**config.mk**
```make
export PLATFORM = sky130hd
export DESIGN_NAME = sol_cell
export DESIGN_NICKNAME = d
export VERILOG_FILES = /design/src/rtl/sol_pkg.sv /design/src/rtl/sol_cell.sv
export SDC_FILE = /design/constraint.sdc
export NUM_CORES = 1
export LEC_CHECK = 0
export BUFFER_PORTS_ARGS = -buffer_cell sky130_fd_sc_hd__buf_4
export CAP_MARGIN = 10
export CORE_MARGIN = 5
export CORE_UTILIZATION = 35
export CTS_BUF_LIST = sky130_fd_sc_hd__clkbuf_16
export DETAILED_ROUTE_END_ITERATION = 16
export SYNTH_ARGS = -nofsm -noshare
export SYNTH_HDL_FRONTEND = slang
export SYNTH_SLANG_ARGS = --single-unit
```
**constraint.sdc**
```tcl
create_clock -name clk -period 2.85 [get_ports clk]
set_input_delay 0.285 -clock clk [delete_from_list [all_inputs] [get_ports clk]]
set_output_delay 0.285 -clock clk [all_outputs]
set_load 0.005 [all_outputs]
```
**src/rtl/sol_pkg.sv**
```systemverilog
package sol_pkg;

	localparam int LIST_DEPTH_DEF = 256;
	localparam int NODE_BITS_DEF  = 12;
	localparam int COST_W         = 24;

	typedef enum logic [1:0] {
		ST_OK        = 2'd0,
		ST_EMPTY     = 2'd1,
		ST_NOT_FOUND = 2'd2,
		ST_FULL      = 2'd3
	} status_t;

	typedef enum logic {
		REQ_INSERT = 1'b0,
		REQ_REMOVE = 1'b1
	} req_type_t;

	// strobe and operation shared by every cell of the chain
	typedef struct packed {
		logic      upd;
		req_type_t op;
	} cell_ctl_t;

endpackage

```
**src/rtl/sol_cell.sv**
```systemverilog
module sol_cell #(
	parameter int NODE_BITS = sol_pkg::NODE_BITS_DEF
) (
	input  logic                     clk,
	input  sol_pkg::cell_ctl_t       ctl,
	input  logic [NODE_BITS-1:0]     key_node,
	input  logic [sol_pkg::COST_W-1:0] key_cost,
	input  logic                     occ,
	input  logic                     left_ge,
	input  logic [NODE_BITS-1:0]     left_node,
	input  logic [sol_pkg::COST_W-1:0] left_cost,
	input  logic [NODE_BITS-1:0]     right_node,
	input  logic [sol_pkg::COST_W-1:0] right_cost,
	input  logic                     hit_before,
	output logic                     ge,
	output logic                     match,
	output logic [NODE_BITS-1:0]     node_q,
	output logic [sol_pkg::COST_W-1:0] cost_q,
	output logic [NODE_BITS-1:0]     nxt_node,
	output logic [sol_pkg::COST_W-1:0] nxt_cost
);
	import sol_pkg::*;

	// empty cells count as greater so an insert lands at the tail
	assign ge    = !occ || (cost_q >= key_cost);
	assign match = occ && (node_q == key_node);

	always_comb begin
		nxt_node = node_q;
		nxt_cost = cost_q;
		if (ctl.upd) begin
			case (ctl.op)
				REQ_INSERT: begin
					if (ge) begin
						if (left_ge) begin
							nxt_node = left_node;
							nxt_cost = left_cost;
						end else begin
							nxt_node = key_node;
							nxt_cost = key_cost;
						end
					end
				end
				REQ_REMOVE: begin
					// close the gap from the first match onward
					if (hit_before || match) begin
						nxt_node = right_node;
						nxt_cost = right_cost;
					end
				end
				default: begin
				end
			endcase
		end
	end

	always_ff @(posedge clk) begin
		node_q <= nxt_node;
		cost_q <= nxt_cost;
	end

endmodule

```
-- After elaboration in Yosys (flattened, before gate mapping)
Cells that the tools add are included.
- register bits after elaboration: 36
- bits of input ports: 114
- output and inout port bits: 74
- logic and storage cells: 19
- $lt $le $gt $ge: 1
- equal/unequal tests: 1
- muxes and demuxes: 10
- bitwise gates (word level): 1
- reduce and logical (&&, ||, !) cells: 4
- operators with widths (kind ; number):
    24-bit two-way mux ; 4
    12-bit two-way mux ; 4
    24-bit case mux with 2 select lines ; 1
    24-bit greater-or-equal comparator ; 1
    12-bit case mux with 2 select lines ; 1
    12-bit == test ; 1
    1-bit logical OR ; 2
    1-bit logical AND ; 1
    1-bit zero test ; 1
    1-bit NOT ; 1

-- Logic depth before layout (Yosys ltp)
Gate-level depths: netlist of the first run.
- depth in word-level cells: 6
- depth in mapped cells: 10
- mapped depth without buffers: 8

-- Worst setup path after synthesis of the first run
Ideal clock, no wire load.
- path type: reg-to-output
- start point: reg cost_q[0] (netlist name)
- end point: out nxt_cost[1] (netlist name)
- data arrival time: 2237 ps
- data required time: 2565 ps
- setup slack: 328 ps
- stages on the path, launching flop included: 11
- buffers on the path: 2
- cell sequence: dfxtp_1 > inv_1 > ha_1 > nand2b_1 > a2111oi_1 > o311a_1 > o21ai_2 > or2_1 > buf_6 > buf_6 > a211o_1
- longest elaborated chain between the ends: 5
- RTL lines (element ; line ; text):
    start: declaration ; sol_cell.sv:18 ; output logic [sol_pkg::COST_W-1:0] cost_q,
    start signal: assignment ; sol_cell.sv:59 ; cost_q <= nxt_cost;
    24-bit greater-or-equal comparator ; sol_cell.sv:25 ; assign ge = !occ || (cost_q >= key_cost);
    1-bit logical OR ; sol_cell.sv:25 ;
    24-bit two-way mux ; sol_cell.sv:34 ; if (ge) begin
    24-bit case mux with 2 select lines ; sol_cell.sv:32 ; case (ctl.op)
    24-bit two-way mux ; sol_cell.sv:31 ; if (ctl.upd) begin
    end: declaration ; sol_cell.sv:20 ; output logic [sol_pkg::COST_W-1:0] nxt_cost
No other way between the ends.

-- Final worst setup path of the first run
- start point: reg cost_q[21] (netlist name)
- end point: out nxt_cost[3] (netlist name)
The elaborated chain is that of the path after synthesis.

==> results of run 1 <==
what timing repair did:
action                                  CTS  global route
endpoints found under the setup margin   36            36
buffers inserted                         13             3
pin swaps                                34             8
cloned                                    4             0
gates resized for setup                 109            22
final cells by class:
class / count / area share
multi-input combinational: 328 / 0.479
sequential: 36 / 0.123
clock inverter: 3 / 0.00306
inverter: 59 / 0.0365
tap: 136 / 0.0278
clock buffer: 5 / 0.0204
timing repair buffer: 225 / 0.310
through the flow:
| step | worst slack, ps | total power [W] | utilization | hold slack [ps] |
|---|---|---|---|---|
| global route | -70.7 | 0.00385 | 0.605 | 310 |
| detailed placement | 21.3 | 0.00249 | 0.511 | 565 |
| CTS | -46.1 | 0.00356 | 0.596 | 266 |
| floorplan | 328 | 0.00164 | - | 484 |
| global placement | 12.7 | 0.00248 | 0.511 | 560 |
| finish | -6.81 | 0.00361 | 0.605 | 305 |
worst max-delay path: cells and delay by family (launching register included):
kind,cells,cell delay (ps)
fa+ha+maj,1,210
simple gates,1,320
compound gates,5,1090
flops,1,350
buf+inv,2,320
state kept, by name, summed over array words and instances, names as in the netlist:
name and count:
cost_q 24, node_q 12
synthesized netlist by cell type (5+ instances only):
cell,number
o311ai_2,7
xnor2_1,12
inv_1,59
nand2b_1,26
buf_2,5
dfxtp_1,36
o311ai_1,7
o21ai_1,6
a32oi_1,13
mux2i_1,58
nand2_1,48
a211o_1,22
nand4_1,7
o21ai_0,10
o41ai_1,22
nor2_1,39
clkbuf_1,25
ha_1,24
a21oi_1,8
routing by layer:
metal  vias to the layer above  global-route usage  part of all wire
met5                         -                   0                 0
met4                         0              0.0527             0.015
met3                        14              0.0519             0.062
met2                       163               0.390              0.49
met1                      1976               0.282              0.43
li1                       2039                   -                 -
cell families after synthesis:
group / Yosys count
AOI/OAI and AO/OA: 107
xor gates and xnor gates: 12
adders and majority gates: 24
buffers and inverters: 94
DFF: 36
muxes: 58
and+or+nand+nor: 127
worst max-delay path by stage:
stage | startpoint | to | slack [ps] | cells after the start
2_1_floorplan | cost_q[0]$_DFF_P_ | nxt_cost[1] | 330 | 10
3_3_place_gp | key_cost[11] | nxt_cost[23] | 10 | 11
3_5_place_dp | key_cost[21] | nxt_node[11] | 20 | 11
4_1_cts | cost_q[21]$_DFF_P_ | nxt_cost[23] | -50 | 9
5_1_grt | cost_q[0]$_DFF_P_ | nxt_cost[2] | -70 | 10
6_report | cost_q[21]$_DFF_P_ | nxt_cost[3] | -7 | 9
power groups by stage:
stage          clock network [W]  registers [W]  logic, W
2_1_floorplan                  0       0.000833  0.000810
3_3_place_gp                   0       0.000848   0.00163
3_5_place_dp                   0       0.000857   0.00164
4_1_cts                 0.000584       0.000871   0.00211
5_1_grt                 0.000601       0.000909   0.00234
6_report                0.000563       0.000878   0.00216
==> impl_metrics.toml, run 1 <==
[die]
rows = 37
die_x_um = 111
die_area_mm2 = 0.0123
dieHeight_um = 111
top_level_ports = 188
start_util = 0.353
core_area_mm2 = 0.0101

[worst_setup_path]
r2r_slack_ps = 350
critPathCaptureType = "output port"
required_ps = 2570
critPathMaxFanout = 10
cpMostUsedCell = "a21o_1"
slowest_stage = "dfxtp_4"
reg2reg_depth = 10
max_stage_delay_ps = 350
timing.rr.start = "cost_q[21]$_DFF_P_"
worst-setup-path-type = "reg2out"
cp.arrival_ps = 2570
timing.rr.end = "cost_q[1]$_DFF_P_"
startpoint_type = "flip-flop"
cp_cell_sequence = "ha_4, a21o_1, a21o_1, a221oi_4, o21ai_4, or2_4, buf_16, a211o_1, buf_6"

[synth]
avgSynthCellArea_um2 = 7.81
yosys.area.top_type_share = 0.201
yosysTopAreaCell = "dfxtp_1"
syn_inst = 458
synth-seq-cells = 36
ys_seq_area_frac = 0.201
synthFlopType = "dfxtp_1"
synth_top_family_by_area = "compound AO/OA/AOI/OAI gates"
synth_fp_nets = 596
ys_types = 34
ys_warn_count = 0
synth-adder-area-share = 0.0839
synthXorXnorAreaFrac = 0.0294
syn_area_mm2 = 0.00358
synthArstFlopShare = 0
synth_area_leaders = "dfxtp_1 (20%), mux2i_1 (16%), ha_1 (8.4%), inv_1 (6.2%), a211o_1 (5.4%)"
synthSimpleGateAreaFrac = 0.162
synth_edf_count = 0
synth_compound_area_frac = 0.252
synth.area.mux_share = 0.162

[clock_tree]
ctsRootBufferMaster = "clkbuf_16"
cts_tree = "done"
hold_buffers = 0
clock_latency_ps = 280
cts_num_sinks = 36
clockBufferDepth = 2
clk_pin_slew_ps = 60
cts_made_buffers = 5
h-tree-depth = 2

[timing]
fin_crit_ps = 2860
setup_viol = 3
relSlewSlack = 0.527
fmax_mhz = 350
drv_slew = 0
tns_ps = -18.2
rsz0062_at_grt = "true"
setup_ws_ps = -6.81
period_share = 1.00
worst_clock_skew_ps = 4.71
worst_slew_pin_slew_ps = 710
hold_violations = 0

[route]
dr.pass1.iters = 5
drtAntennaViolNets = 0
wl_per_cell_um = 18.4
viasPerCell = 5.29
vias = 4192
drtIter0Drc = 251
drc_errors = 0
wl_mm = 14.6

[place]
placed_area_mm2 = 0.00518
gp_congestion = 0.847
placed_cells = 766
hpwl_mm = 10.2
io_buffers = 187

[pwr]
p_comb_frac = 0.600
leakage_nw = 3.06
power.internal_w = 0.00222
sequentialPowerShare = 0.244
powerDensity_mw_per_mm2 = 588
peakVddDrop_uv = 301
p_sw_frac = 0.386
clkPwrFrac = 0.156
netSwitchingPower_w = 0.00139

[grt]
antenna_found_initial = 0
grtUsageTotal = 0.225
grt_overflow = 0
grt_pass1_wl_mm = 22.8
first_global_vias = 4277
grt_max_degree = 37

[layout]
drive_gt1_frac = 0.463
stdcell_count = 792
fin_nets = 793
stdcell_area_mm2 = 0.00613
fillers = 896
area_delta_synth_final_pct = 71.3
layout_common_cells = "buf_4 (191), inv_1 (58), mux2i_1 (58)"
multiInputGateArea_mm2 = 0.00294
diodes = 0
layout_commonest_cell = "buf_4"
seqCellArea_um2 = 752

[worst_hold_path]
holdPathStages = 3
holdPathEnd = "node_q[10]$_DFF_P_"
hp-class = "in2reg"
worstHoldStart = "right_node[10]"

[job]
cap_viol_max_count = 0

[outcome]
failed_checks = "negative setup slack"
status = "finished with violations"
No activity file was read; power rests on OpenSTA's default activity.
==> run 2, diff against run 1 <==
--- a/config.mk
+++ b/config.mk
@@ -6,7 +6,8 @@
 export NUM_CORES = 1
 export LEC_CHECK = 0
 export BUFFER_PORTS_ARGS = -buffer_cell sky130_fd_sc_hd__buf_4
-export CAP_MARGIN = 10
+export CAP_MARGIN = 20
+export CORE_ASPECT_RATIO = 1.2
 export CORE_MARGIN = 5
 export CORE_UTILIZATION = 35
 export CTS_BUF_LIST = sky130_fd_sc_hd__clkbuf_16
==> run 2 against run 1 <==
The flow still finishes with violations (negative setup slack); routed wire length increased by 2.4%; clock power decreased by 3%; total power decreased by 4.3%; maximum frequency decreased by 1.6%; via count decreased by 2.1%; count of clock-buffer cells in the layout unchanged; flip-flop and latch count unchanged; critical path type unchanged; largest cell class unchanged; largest power group unchanged; highest routed layer unchanged.
==> impl_metrics.toml, run 2 (synthesis results as in run 1) <==
[outcome]
status = "finished with violations"
failed_checks = "negative setup slack"

[layout]
largest_reg_flops = 24
layout_commonest_cell = "buf_4"
largest_registers = "cost_q: 24 flops, node_q: 12 flops"
area_delta_synth_final_pct = 62.7
layout_common_cells = "buf_4 (183), inv_1 (60), mux2i_1 (58)"
fin_nets = 781
drive_gt1_frac = 0.396
max_flop_register = "cost_q"
diodes = 0

[grt]
grtUsageTotal = 0.230
grt_max_degree = 37
first_global_vias = 4251
grt_pass1_wl_mm = 22.4
antenna_found_initial = 0
grt_overflow = 0

[clock_tree]
clockBufferDepth = 2
clock_latency_ps = 280
cts_made_buffers = 5
cts_tree = "done"
ctsRootBufferMaster = "clkbuf_16"
cts_num_sinks = 36
clk_pin_slew_ps = 60
h-tree-depth = 2
hold_buffers = 0

[timing]
setup_viol = 33
rsz0062_at_grt = "true"
period_share = 1.02
fmax_mhz = 345
fin_crit_ps = 2900
worst_clock_skew_ps = 4.56
setup_ws_ps = -52.0
worst_slew_pin_slew_ps = 932
drv_slew = 0
holdWs_ps = 305
relSlewSlack = 0.378
hold_violations = 0

[worst_hold_path]
hp-class = "in2reg"

[route]
dr.pass1.iters = 5
viasPerCell = 5.33
drtIter0Drc = 120
vias = 4106
wl_per_cell_um = 19.4
wl_mm = 14.9
drtAntennaViolNets = 0
drc_errors = 0

[pwr]
p_total_w = 0.00345
peakVddDrop_uv = 308
leakage_nw = 3.00
powerDensity_mw_per_mm2 = 593

[die]
start_util = 0.358
top_level_ports = 188
core_area_mm2 = 0.0100
die_area_mm2 = 0.0124
rows = 40
die_x_um = 102
dieHeight_um = 121

[place]
gp_congestion = 0.864
hpwl_mm = 9.92
pre_cts_ws_ps = -108
io_buffers = 187

[job]
cap_viol_max_count = 0

[worst_setup_path]
cp.arrival_ps = 2620
startpoint_type = "flip-flop"
required_ps = 2570
worst-setup-path-type = "reg2out"
critPathCaptureType = "output port"
critPathMaxFanout = 5
-- run 2: cell types whose count changed in the layout (fill, tap and decap cells not counted), moves of 7 or more --
cell | previous run | this run
ha_1 | 13 | 21
dfxtp_1 | 17 | 31
o21ai_2 | 11 | 0
dfxtp_2 | 16 | 5
o21ai_0 | 0 | 7
ha_4 | 10 | 3
buf_4 | 191 | 183
o21ai_1 | 2 | 9
-- run 2: final cells by class --
type,count,area [um2]
fill,931,4190
multi-input combinational,329,2790
timing repair buffer,212,1790
sequential,36,727
inverter,59,221
tap,126,158
clock buffer,5,125
clock inverter,3,11.3
-- run 2: what timing repair did --
item	4_1_cts	5_1_grt
setup buffers	4	1
cloned	3	2
endpoints found under the setup margin	37	36
pin swaps	8	5
resized for setup	62	6
-- run 2: stage by stage --
step            util  TNS [ps]  cell area, um2  std cells
5_1_grt        0.582     -4710            5820        770
6_report       0.582      -975            5820        770
3_5_place_dp   0.514      -429            5150        752
3_3_place_gp   0.514     -4.61            5150        752
4_1_cts        0.572     -1020            5720        767
2_1_floorplan      -         0            3580        458
-- run 2: layer usage --
layer | global-route usage | vias up | part of all wire
met5 | 0 | - | 0
met2 | 0.407 | 166 | 0.49
met1 | 0.271 | 1914 | 0.42
met4 | 0.0599 | 0 | 0.014
li1 | - | 2008 | -
met3 | 0.0583 | 18 | 0.075
-- run 2: final timing paths --
check | from | endpoint | slack (ps) | cells after the start
max reg2reg | cost_q[0]$_DFF_P_ | cost_q[21]$_DFF_P_ | 300 | 11
min | right_node[1] | node_q[1]$_DFF_P_ | 310 | 3
max | cost_q[0]$_DFF_P_ | nxt_cost[14] | -50 | 10
min reg2reg | node_q[7]$_DFF_P_ | node_q[7]$_DFF_P_ | 600 | 2
-- run 2: power by group --
| group | total (W) | internal, W | switching [W] |
|---|---|---|---|
| logic | 0.00205 | 0.00113 | 0.000925 |
| registers | 0.000848 | 0.000661 | 0.000187 |
| clock network | 0.000547 | 0.000316 | 0.000231 |
| total | 0.00345 | 0.00211 | 0.00134 |
-- run 2: worst max-delay path: stages, from the launching register on --
cell	delay [ps]
dfxtp_2	340
inv_2	50
ha_4	200
nand2b_4	150
a2111oi_4	300
o311a_1	250
o21ai_4	110
or2_4	330
clkbuf_16	200
a211o_1	280
buf_6	120
==> run 3, diff against run 2 <==
==> constraint.sdc (replaced) <==
create_clock -name clk -period 2.85 [get_ports clk]
set_input_delay 0.57 -clock clk [delete_from_list [all_inputs] [get_ports clk]]
set_output_delay 0.57 -clock clk [all_outputs]
set_load 0.005 [all_outputs]
==> run 3 against run 2 <==
The run still ends with negative setup slack left; final area rose by 5.4%; first-iteration DRC count rose by 16%; cell count rose by 4.5%; flip-flop and latch count did not move; global-route usage fell by 0.32 points; setup slack got worse by 310 ps; combinational power rose by 11%; sequential power fell by 5.4%; maximum frequency fell by 9.6%; sequential share of layout area fell by 0.71 points; clock power fell by 3%; die area did not move; critical path type is now in2out.
==> impl_metrics.toml, run 3 (synthesis results as in run 1) <==
[outcome]
status = "finished with violations"
failed_checks = "negative setup slack"

[clock_tree]
clockBufferDepth = 2
hold_buffers = 0
clk_pin_slew_ps = 60
cts_made_buffers = 5
ctsRootBufferMaster = "clkbuf_16"
clock_latency_ps = 280
cts_tree = "done"
h-tree-depth = 2
cts_num_sinks = 36

[timing]
hold_violations = 0
period_share = 1.13
worst_clock_skew_ps = 5.31
relSlewSlack = 0.619
setup_ws_ps = -360
holdWs_ps = 572
setup_viol = 37
worst_slew_pin_slew_ps = 570
drv_slew = 0
fin_crit_ps = 3210
fmax_mhz = 312
rsz0062_at_grt = "true"

[worst_setup_path]
worst-setup-path-type = "in2out"
cpMostUsedCell = "a21o_1"
slowest_stage = "a221oi_4"
reg2reg_depth = 10
cp_cell_sequence = "buf_8, clkinv_4, ha_4, a21o_1, a21o_1, a221oi_4, o21ai_4, or2_4, buf_12, o311ai_2, buf_4"
max_stage_delay_ps = 320
r2r_slack_ps = 340
critPathCaptureType = "output port"
timing.rr.end = "cost_q[18]$_DFF_P_"
critPathMaxFanout = 16
startpoint_type = "primary input"
timing.rr.start = "cost_q[21]$_DFF_P_"
cp.arrival_ps = 2640
required_ps = 2280

[die]
top_level_ports = 188
die_area_mm2 = 0.0124
rows = 40
dieHeight_um = 121
die_x_um = 102
core_area_mm2 = 0.0100
start_util = 0.358

[layout]
drive_gt1_frac = 0.451
diodes = 0
largest_registers = "cost_q: 24 flops, node_q: 12 flops"
stdcell_area_mm2 = 0.00614
layout_common_cells = "buf_4 (212), mux2i_1 (58), inv_1 (53)"
multiInputGateArea_mm2 = 0.00282
layout_commonest_cell = "buf_4"
utilization = 0.613
max_flop_register = "cost_q"
fillers = 936
largest_reg_flops = 24
area_delta_synth_final_pct = 71.5
fin_nets = 816
seqCellArea_um2 = 723

[pwr]
peakVddDrop_uv = 290
p_total_w = 0.00362
leakage_nw = 3.08
powerDensity_mw_per_mm2 = 589

[grt]
first_global_vias = 4507
grt_overflow = 0
grt_max_degree = 37
grtUsageTotal = 0.226
antenna_found_initial = 0
grt_pass1_wl_mm = 22.4

[route]
viasPerCell = 5.35
dr.max_layer_used = "met4"
wl_met3_mm = 1.05
wl_mm = 14.8
wl_per_cell_um = 18.4
dr.pass1.iters = 4
vias = 4304
drtAntennaViolNets = 0
wl_met1_mm = 5.80
drc_errors = 0
dr_wl_met2_mm = 7.61
drtIter0Drc = 139

[place]
placed_area_mm2 = 0.00549
gp_congestion = 0.848
hpwl_mm = 10.7
io_buffers = 187

[job]
cap_viol_max_count = 0

[worst_hold_path]
holdPathStages = 3
holdPathEnd = "cost_q[0]$_DFF_P_"
worstHoldStart = "right_cost[0]"
hp-class = "in2reg"
-- run 3: cell count changes in the layout (fill, tap and decap cells not counted), moves of 4 or more --
cell / change
o311ai_2: +10
inv_1: -7
ha_4: +9
a21oi_2: +4
o311ai_4: -10
ha_1: -9
a21oi_1: -4
buf_4: +29
buf_6: +4
-- run 3: layer usage --
metal	vias to the layer above	global-route usage
met4	0	0.0648
met5	-	0
met2	182	0.418
li1	2078	-
met1	2016	0.260
met3	28	0.0415
-- run 3: through the flow --
stage	setup WS [ps]	instances	setup TNS [ps]
after floorplan	-54.0	458	-977
after global placement	-480	787	-15480
after detailed placement	-480	787	-16270
after CTS	-363	803	-12150
after global routing	-453	805	-14800
final	-360	805	-11970
-- run 3: repair_timing --
item,in CTS,in global routing
pin swaps,13,3
endpoints found under the setup margin,37,37
cloned,2,2
buffers inserted,6,2
gates resized for setup,64,20
-- run 3: worst max path at each step --
stage	from	slack, ps	depth (start not counted)	to
floorplan	key_cost[11]	-50	9	nxt_cost[16]
global placement	key_cost[11]	-480	12	nxt_node[3]
detailed placement	key_cost[11]	-480	12	nxt_node[3]
CTS	key_cost[21]	-360	11	nxt_cost[1]
global route	key_cost[21]	-450	11	nxt_node[7]
finish	key_cost[21]	-360	11	nxt_node[3]
-- run 3: cell type report --
type                    count  share of cell area
multi-input cells         329               0.459
repair buffers            247               0.337
flip-flops and latches     36               0.118
inverters                  59              0.0381
well taps                 126              0.0257
clock buffers               5              0.0204
clock inverters             3             0.00183
-- run 3: where the power goes --
group,internal (W),switching [W]
Clock,0.000315,0.000218
Combinational,0.00129,0.000995
Sequential,0.000658,0.000144
Total,0.00226,0.00136
-- run 3: worst max-delay path: cells and delay by family --
family / cells / cell delay, ps
buf+inv: 4 / 480
simple gates: 1 / 320
fa+ha+maj: 1 / 200
compound gates: 5 / 1050
